## config.mk

```make
export PLATFORM = sky130hd
export DESIGN_NAME = fat12_seq
export DESIGN_NICKNAME = d
export VERILOG_FILES = /design/src/rtl/fat12_pkg.sv /design/src/rtl/fat12_seq.sv
export SDC_FILE = /design/constraint.sdc
export NUM_CORES = 1
export LEC_CHECK = 0
export BUFFER_PORTS_ARGS = -buffer_cell sky130_fd_sc_hd__buf_2
export CAP_MARGIN = 20
export CORE_ASPECT_RATIO = 0.5
export CORE_MARGIN = 2
export CORE_UTILIZATION = 55
export CTS_BUF_LIST = sky130_fd_sc_hd__clkbuf_2
export DETAILED_ROUTE_END_ITERATION = 16
export MAX_ROUTING_LAYER = met4
export PLACE_DENSITY_LB_ADDON = 0.2
export SLEW_MARGIN = 15
export SYNTH_ARGS = -nofsm -noshare
export SYNTH_HDL_FRONTEND = slang
export SYNTH_SLANG_ARGS = --single-unit
export TNS_END_PERCENT = 100
```

## constraint.sdc

```tcl
create_clock -name clk -period 13.65 [get_ports clk]
set_clock_uncertainty 0.15 [all_clocks]
set_input_delay 2.0475 -clock clk [delete_from_list [all_inputs] [get_ports clk]]
set_output_delay 2.0475 -clock clk [all_outputs]
set_load 0.01 [all_outputs]
```

## src/rtl/fat12_pkg.sv

```systemverilog
// ----------------------------------------------------------------------------
// FAT12 allocator package
// Beat types, memory request type and fixed constants shared by the block.
// ----------------------------------------------------------------------------
package fat12_pkg;

  localparam int BYTE_ADDR_W = 13;
  localparam int CLUSTER_W   = 12;

  localparam logic [1:0] ACT_WRITE = 2'd0;
  localparam logic [1:0] ACT_READ  = 2'd1;
  localparam logic [1:0] ACT_ALLOC = 2'd2;

  localparam logic [CLUSTER_W-1:0] END_MARK      = 12'hFFF;
  localparam logic [CLUSTER_W-1:0] FIRST_CLUSTER = 12'd2;
  localparam logic [7:0]           LO_NIB        = 8'h0F;
  localparam logic [7:0]           HI_NIB        = 8'hF0;

  typedef struct packed {
    logic [1:0]             action;
    logic [BYTE_ADDR_W-1:0] byte_offset;
    logic [7:0]             byte_value;
    logic                   last_sector;
  } in_t;

  typedef struct packed {
    logic [CLUSTER_W-1:0] cluster;
    logic [7:0]           read_byte;
    logic                 chain_first;
    logic                 table_full;
  } out_t;

  typedef struct packed {
    logic                   we;
    logic [BYTE_ADDR_W-1:0] addr;
    logic [7:0]             wdata;
  } mem_req_t;

endpackage

```

## src/rtl/fat12_seq.sv

```systemverilog
// ----------------------------------------------------------------------------
// FAT12 allocator sequencer
// Byte access, first-fit scan and read-modify-write of packed 12-bit entries.
// ----------------------------------------------------------------------------
module fat12_seq #(
  parameter int TABLE_ENTRIES = 4096
) (
  input  logic                clk,
  input  logic                rst_n,
  input  logic                in_valid,
  output logic                in_ready,
  input  fat12_pkg::in_t      in_data,
  output logic                res_valid,
  input  logic                res_ready,
  output fat12_pkg::out_t     res_data,
  output fat12_pkg::mem_req_t mem_req,
  input  logic [7:0]          mem_rdata
);

  localparam int TABLE_BYTES = (3 * TABLE_ENTRIES + 1) / 2;
  localparam int AW = fat12_pkg::BYTE_ADDR_W;
  localparam int CW = fat12_pkg::CLUSTER_W;

  localparam logic [3:0] S_IDLE = 4'd0;
  localparam logic [3:0] S_WR   = 4'd1;
  localparam logic [3:0] S_RD0  = 4'd2;
  localparam logic [3:0] S_RD1  = 4'd3;
  localparam logic [3:0] S_SC0  = 4'd4;
  localparam logic [3:0] S_SC1  = 4'd5;
  localparam logic [3:0] S_SC2  = 4'd6;
  localparam logic [3:0] S_P0   = 4'd7;
  localparam logic [3:0] S_P1   = 4'd8;
  localparam logic [3:0] S_P2   = 4'd9;
  localparam logic [3:0] S_DONE = 4'd10;

  logic [3:0]           state_r, state_nxt;
  fat12_pkg::in_t       item_r, item_nxt;
  logic [AW-1:0]        scan_r, scan_nxt;
  logic [7:0]           lo_r, lo_nxt;
  logic [CW-1:0]        put_idx_r, put_idx_nxt;
  logic [CW-1:0]        put_val_r, put_val_nxt;
  logic [7:0]           sh_r, sh_nxt;
  logic                 pend_end_r, pend_end_nxt;
  logic                 chain_open_r, chain_open_nxt;
  logic [CW-1:0]        prev_r, prev_nxt;
  fat12_pkg::out_t      res_r, res_nxt;

  logic [AW-1:0] scan_b;
  logic [AW-1:0] put_b;
  logic          in_range;
  logic          scan_end;
  logic [CW-1:0] scan_entry;

  assign scan_b     = scan_r + {1'b0, scan_r[AW-1:1]};
  assign put_b      = {1'b0, put_idx_r} + {2'b00, put_idx_r[CW-1:1]};
  assign in_range   = item_r.byte_offset < AW'(TABLE_BYTES);
  assign scan_end   = scan_r >= AW'(TABLE_ENTRIES);
  assign scan_entry = scan_r[0] ? {mem_rdata, lo_r[7:4]} : {mem_rdata[3:0], lo_r};

  assign in_ready  = (state_r == S_IDLE);
  assign res_valid = (state_r == S_DONE);
  assign res_data  = res_r;

  always_comb begin
    state_nxt      = state_r;
    item_nxt       = item_r;
    scan_nxt       = scan_r;
    lo_nxt         = lo_r;
    put_idx_nxt    = put_idx_r;
    put_val_nxt    = put_val_r;
    sh_nxt         = sh_r;
    pend_end_nxt   = pend_end_r;
    chain_open_nxt = chain_open_r;
    prev_nxt       = prev_r;
    res_nxt        = res_r;
    mem_req        = '0;

    unique case (state_r)
      S_IDLE: begin
        if (in_valid) begin
          item_nxt = in_data;
          res_nxt  = '0;
          if (chain_open_r) begin
            scan_nxt = {1'b0, prev_r} + AW'(1);
          end else begin
            scan_nxt = {1'b0, fat12_pkg::FIRST_CLUSTER};
          end
          unique case (in_data.action)
            fat12_pkg::ACT_WRITE: state_nxt = S_WR;
            fat12_pkg::ACT_READ:  state_nxt = S_RD0;
            fat12_pkg::ACT_ALLOC: state_nxt = S_SC0;
            default:              state_nxt = S_DONE;
          endcase
        end
      end
      S_WR: begin
        mem_req.we    = in_range;
        mem_req.addr  = item_r.byte_offset;
        mem_req.wdata = item_r.byte_value;
        state_nxt     = S_DONE;
      end
      S_RD0: begin
        mem_req.addr = item_r.byte_offset;
        state_nxt    = S_RD1;
      end
      S_RD1: begin
        res_nxt.read_byte = in_range ? mem_rdata : 8'd0;
        state_nxt         = S_DONE;
      end
      S_SC0: begin
        if (scan_end) begin
          res_nxt.table_full = 1'b1;
          chain_open_nxt     = 1'b0;
          prev_nxt           = '0;
          pend_end_nxt       = 1'b0;
          if (chain_open_r) begin
            put_idx_nxt = prev_r;
            put_val_nxt = fat12_pkg::END_MARK;
            state_nxt   = S_P0;
          end else begin
            state_nxt   = S_DONE;
          end
        end else begin
          mem_req.addr = scan_b;
          state_nxt    = S_SC1;
        end
      end
      S_SC1: begin
        lo_nxt       = mem_rdata;
        mem_req.addr = scan_b + AW'(1);
        state_nxt    = S_SC2;
      end
      S_SC2: begin
        if (scan_entry == '0) begin
          res_nxt.cluster     = scan_r[CW-1:0];
          res_nxt.chain_first = !chain_open_r;
          if (item_r.last_sector) begin
            chain_open_nxt = 1'b0;
            prev_nxt       = '0;
          end else begin
            chain_open_nxt = 1'b1;
            prev_nxt       = scan_r[CW-1:0];
          end
          if (chain_open_r) begin
            put_idx_nxt  = prev_r;
            put_val_nxt  = scan_r[CW-1:0];
            pend_end_nxt = item_r.last_sector;
            state_nxt    = S_P0;
          end else if (item_r.last_sector) begin
            put_idx_nxt  = scan_r[CW-1:0];
            put_val_nxt  = fat12_pkg::END_MARK;
            pend_end_nxt = 1'b0;
            state_nxt    = S_P0;
          end else begin
            state_nxt    = S_DONE;
          end
        end else begin
          scan_nxt  = scan_r + AW'(1);
          state_nxt = S_SC0;
        end
      end
      S_P0: begin
        // fetch the byte shared with the neighbor entry
        mem_req.addr = put_idx_r[0] ? put_b : put_b + AW'(1);
        state_nxt    = S_P1;
      end
      S_P1: begin
        sh_nxt       = mem_rdata;
        mem_req.we   = 1'b1;
        mem_req.addr = put_b;
        if (put_idx_r[0]) begin
          mem_req.wdata = (mem_rdata & fat12_pkg::LO_NIB) | {put_val_r[3:0], 4'b0000};
        end else begin
          mem_req.wdata = put_val_r[7:0];
        end
        state_nxt = S_P2;
      end
      S_P2: begin
        mem_req.we   = 1'b1;
        mem_req.addr = put_b + AW'(1);
        if (put_idx_r[0]) begin
          mem_req.wdata = put_val_r[CW-1:4];
        end else begin
          mem_req.wdata = (sh_r & fat12_pkg::HI_NIB) | {4'b0000, put_val_r[CW-1:8]};
        end
        if (pend_end_r) begin
          put_idx_nxt  = scan_r[CW-1:0];
          put_val_nxt  = fat12_pkg::END_MARK;
          pend_end_nxt = 1'b0;
          state_nxt    = S_P0;
        end else begin
          state_nxt    = S_DONE;
        end
      end
      S_DONE: begin
        if (res_ready) begin
          state_nxt = S_IDLE;
        end
      end
      default: begin
        state_nxt = S_IDLE;
      end
    endcase
  end

  always_ff @(posedge clk) begin
    if (!rst_n) begin
      state_r      <= S_IDLE;
      pend_end_r   <= 1'b0;
      chain_open_r <= 1'b0;
      prev_r       <= '0;
    end else begin
      state_r      <= state_nxt;
      pend_end_r   <= pend_end_nxt;
      chain_open_r <= chain_open_nxt;
      prev_r       <= prev_nxt;
    end
  end

  always_ff @(posedge clk) begin
    item_r    <= item_nxt;
    scan_r    <= scan_nxt;
    lo_r      <= lo_nxt;
    put_idx_r <= put_idx_nxt;
    put_val_r <= put_val_nxt;
    sh_r      <= sh_nxt;
    res_r     <= res_nxt;
  end

endmodule

```

Word-level counts from Yosys, hierarchy flattened
Cells that the tools add are included.
- word-level logic and storage cells: 124
- register bits after elaboration: 115
- bitwise logic cells: 2
- equality and inequality tests: 20
- $lt $le $gt $ge: 2
- add/subtract/negate cells: 6
- muxes and demuxes: 57
- reductions and logical operators: 21
- operators with widths (kind ; number):
    12-bit 2-to-1 mux ; 17
    13-bit case mux with 6 select lines ; 1
    12-bit case mux with 3 select lines ; 2
    13-bit 2-to-1 mux ; 5
    12-bit case mux with 2 select lines ; 2
    4-bit case mux with 10 select lines ; 1
    13-bit by 1-bit adder with 13-bit output, second input constant ; 3
    4-bit 2-to-1 mux ; 8
    13-bit case mux with 2 select lines ; 1
    8-bit 2-to-1 mux ; 3
    8-bit case mux with 3 select lines ; 1
    22-bit 2-to-1 mux ; 1
    4-bit by 3-bit equality test with 1-bit output, second input constant ; 4
    8-bit case mux with 2 select lines ; 1
    12-bit by 1-bit adder with 13-bit output, second input constant ; 1
    12-bit by 11-bit adder with 13-bit output ; 1
    13-bit by 12-bit adder with 13-bit output ; 1
    13-bit >= comparator, second input constant ; 1
    13-bit < comparator, second input constant ; 1
    4-bit equality test, second input constant ; 3
    12-bit logical NOT ; 1
    2-bit inequality test, second input constant ; 6
    4-bit case mux with 3 select lines ; 1
    3-bit AND reduction ; 4
    other kinds (20) ; 38

Longest topological paths before layout
- word-level depth: 4
- gate-level depth with buffers: 12
- gate-level depth less buffers: 12

Worst setup path before layout
OpenSTA, ideal clock, no wires.
- path type: input to register
- start: input port mem_rdata[4]
- end: register put_idx_r[0], enable pin
- data arrival time: 5.155 ns
- data required time: 13.055 ns
- path slack: 7.900 ns
- cell stages on the path: 7
- cell sequence: nor4_1 -> a22oi_1 -> nor2_1 -> mux2_2 -> nand3b_1 -> clkbuf_1 -> a221oi_1
- cells in the longest elaborated chain, start to end: 4
- RTL lines (item ; line ; source):
    start: declaration ; fat12_seq.sv:17 ; input logic [7:0] mem_rdata
    12-bit 2-to-1 mux ; fat12_seq.sv:58 ; assign scan_entry = scan_r[0] ? {mem_rdata, lo_r[7:4]} : {mem_rdata[3:0], lo_r};
    12-bit logical NOT ; fat12_seq.sv:134 ; if (scan_entry == '0) begin
    2-bit inequality test (no line) ; -- ;
    6-bit AND reduction (no line) ; -- ;
    end signal: assignment ; fat12_seq.sv:224 ; put_idx_r <= put_idx_nxt;
    end: declaration ; fat12_seq.sv:40 ; logic [CW-1:0] put_idx_r, put_idx_nxt;
No other way between the ends.
A chain may end at the register's enable or synchronous reset.

==> reports/summary.txt <==
RSZ-0062 raised after global routing - false
Post-CTS Hold Buffers - 0
mean number of vias per cell - 6.365
post-synthesis net count - 777
post-placement cell count - 934
# diodes - 0
Fill cells - 1086
setup bufs post-CTS - 0
most common cell after layout, fill and taps aside - edfxtp_1
layout cell share with drive strength beyond 1 - 0.1805
CTS sink cnt - 111
via count - 6053
gr ovfl total - 0
Routed WL - 19.88 mm
final slew viol count - 0
Pre-antenna DRT Iters - 7
Yosys cell types - 75
ys flop type - edfxtp_1
Worst-Skew Late Latency - 0.67 ns
Finished Core Util - 0.6226
worst setup margin - 7.077 ns
initial antenna violation count - 0
cells after synthesis - 706
most frequent cells in the layout - edfxtp_1 (93), buf_2 (81), nand2_1 (60)
vias in the first global route - 5471
Worst-Margin Slew - 0.9995 ns
Avg Cell Area, Syn - 10.22 um2
Post-synth EDFFs - 93
Max Fanout on Critical Path - 19
Crit Path Class - reg2out
share of synthesized flip-flops with an asynchronous set or reset - 0
post-synth design cell area - 0.007214 mm2
CP arrival - 4.38 ns
YS warnings - 0
Worst setup EP type - primary output
Post-Place Setup Slack - 7.873 ns
TritonCTS buffer count - 9
port buffer count - 81
first-pass GRT wire length - 30.63 mm
Leak - 3.030 nW
GRT Overall Usage - 0.2904
die height - 84.99 um
storage element area - 0.003153 mm2
H-tree depth - 3
CP startpoint kind - flop
Critical Path RT - 11.45 ns
Setup-failing EPs final - 0
Max Cap Viol - 0
routed length per instance - 20.91 um
detailed placement HPWL - 14.49 mm
clk buf depth - 2
CTS tree - done
crit path time final - 6.573 ns
nets - 847
power density over cell area - 206.3 mW/mm2
sequential share of the synthesized area - 0.4370
Post-Layout Cell Count - 951
area delta synth->final - 9.903%
fmax - 152.1 MHz
design area - 0.007929 mm2
Hold Slack - 0.4284 ns
pin count of the biggest net entering global routing - 34
Rows - 29
VDD IR max - 94.09 uV
final hold viol count - 0
Reg clk slew, reported paths - 0.33 ns
Die X-Extent - 166.0 um
clk root buf - clkbuf_2
First DRT Iteration DRCs - 856
remaining antenna violation count - 0
Die Area - 0.01411 mm2
post-cts sizing count - 0
fin crit share - 0.4816
DRC viols - 0
slew margin rel. - 0.3329
footprint of the multi-input gates - 0.003830 mm2
post-route setup TNS - 0 ns
HP Class - reg2reg
GPL Wtd Cong - 0.9459
status - finished, final reports clean
IO Pins - 82
Initial Util - 0.5665
Overall Power - 1.636 mW
Synth Register Bits - 111
core area - 0.01274 mm2
Post-DP Area - 0.007780 mm2
==> path summary, 6_finish.rpt <==
path | from | to | slack [ns] | depth (start not counted)
max | put_idx_r[0] | mem_req[20] | 7.08 | 12
min | pend_end_r | pend_end_r | 0.43 | 2
max reg2reg | scan_r[0] | put_idx_r[8] | 10.25 | 7
min reg2reg | pend_end_r | pend_end_r | 0.43 | 2
==> synthesized netlist by cell type (all sizes together) (9+ instances only) <==
master  number  share of area
nand4       12          0.012
ha          33          0.057
and3        11         0.0097
a21oi       26          0.018
nand2       60          0.031
xnor2       32          0.040
xor2        21          0.031
clkbuf      26          0.014
nor3        15          0.010
nor2b       23          0.020
mux2        13          0.020
nand2b       9         0.0078
o22ai       10         0.0087
o21ai       25          0.017
dfxtp       18          0.050
and2        14          0.012
o221ai      15          0.019
edfxtp      93           0.39
inv         32          0.017
nor2        48          0.025
nand3       35          0.024
a22oi       17          0.018
mux2i       20          0.028
a21o        12          0.012
==> state kept, by name, summed over array words and instances (netlist names) <==
name          count
sh_r              4
prev_r           12
item_r           22
scan_r           13
put_val_r        12
chain_open_r      1
state_r           4
pend_end_r        1
put_idx_r        12
lo_r              8
res_data         22
==> metal layers <==
metal,track usage,up-vias,share of wire
li1,-,2788,-
met1,0.4441,2911,0.48
met2,0.3855,327,0.40
met3,0.06950,27,0.11
met4,0.06403,0,0.015
met5,-,-,0
==> critical path: stages (launching register included) <==
cell and delay (ns):
edfxtp_1 1.03, ha_1 0.34, inv_1 0.07, fa_1 0.40
xnor2_1 0.36, nand2_1 0.09, a211oi_1 0.33, and4_1 0.27
nand4_1 0.15, a211oi_2 0.20, xor2_1 0.22, o221ai_2 0.13
buf_2 0.15
==> where the power goes <==
group	switching [mW]	internal, mW	total, mW	leakage (nW)
Sequential	0.0798	0.470	0.550	1.01
Clock	0.134	0.0340	0.168	0.0785
Combinational	0.577	0.340	0.917	1.94
Total	0.791	0.844	1.64	3.03
==> layout make-up <==
class	count	area share
Tap cell	170	0.02683
Multi-Input combinational cell	531	0.4830
Sequential cell	111	0.3977
Clock buffer	9	0.005681
Timing Repair Buffer	90	0.05965
Inverter	33	0.01562
Clock inverter	7	0.01152
==> kinds of logic (layout without fill, tap and decap cells) <==
| kind of cell | Yosys count | count (layout) | synth area share |
|---|---|---|---|
| flops | 111 | 111 | 0.4370 |
| xor+xnor | 53 | 53 | 0.07059 |
| fa+ha+maj | 35 | 35 | 0.06278 |
| compound gates | 160 | 160 | 0.1691 |
| simple gates | 250 | 250 | 0.1788 |
| buf+inv | 64 | 139 | 0.03365 |
| mux | 33 | 33 | 0.04804 |
Power figures use the tool's default switching activity.
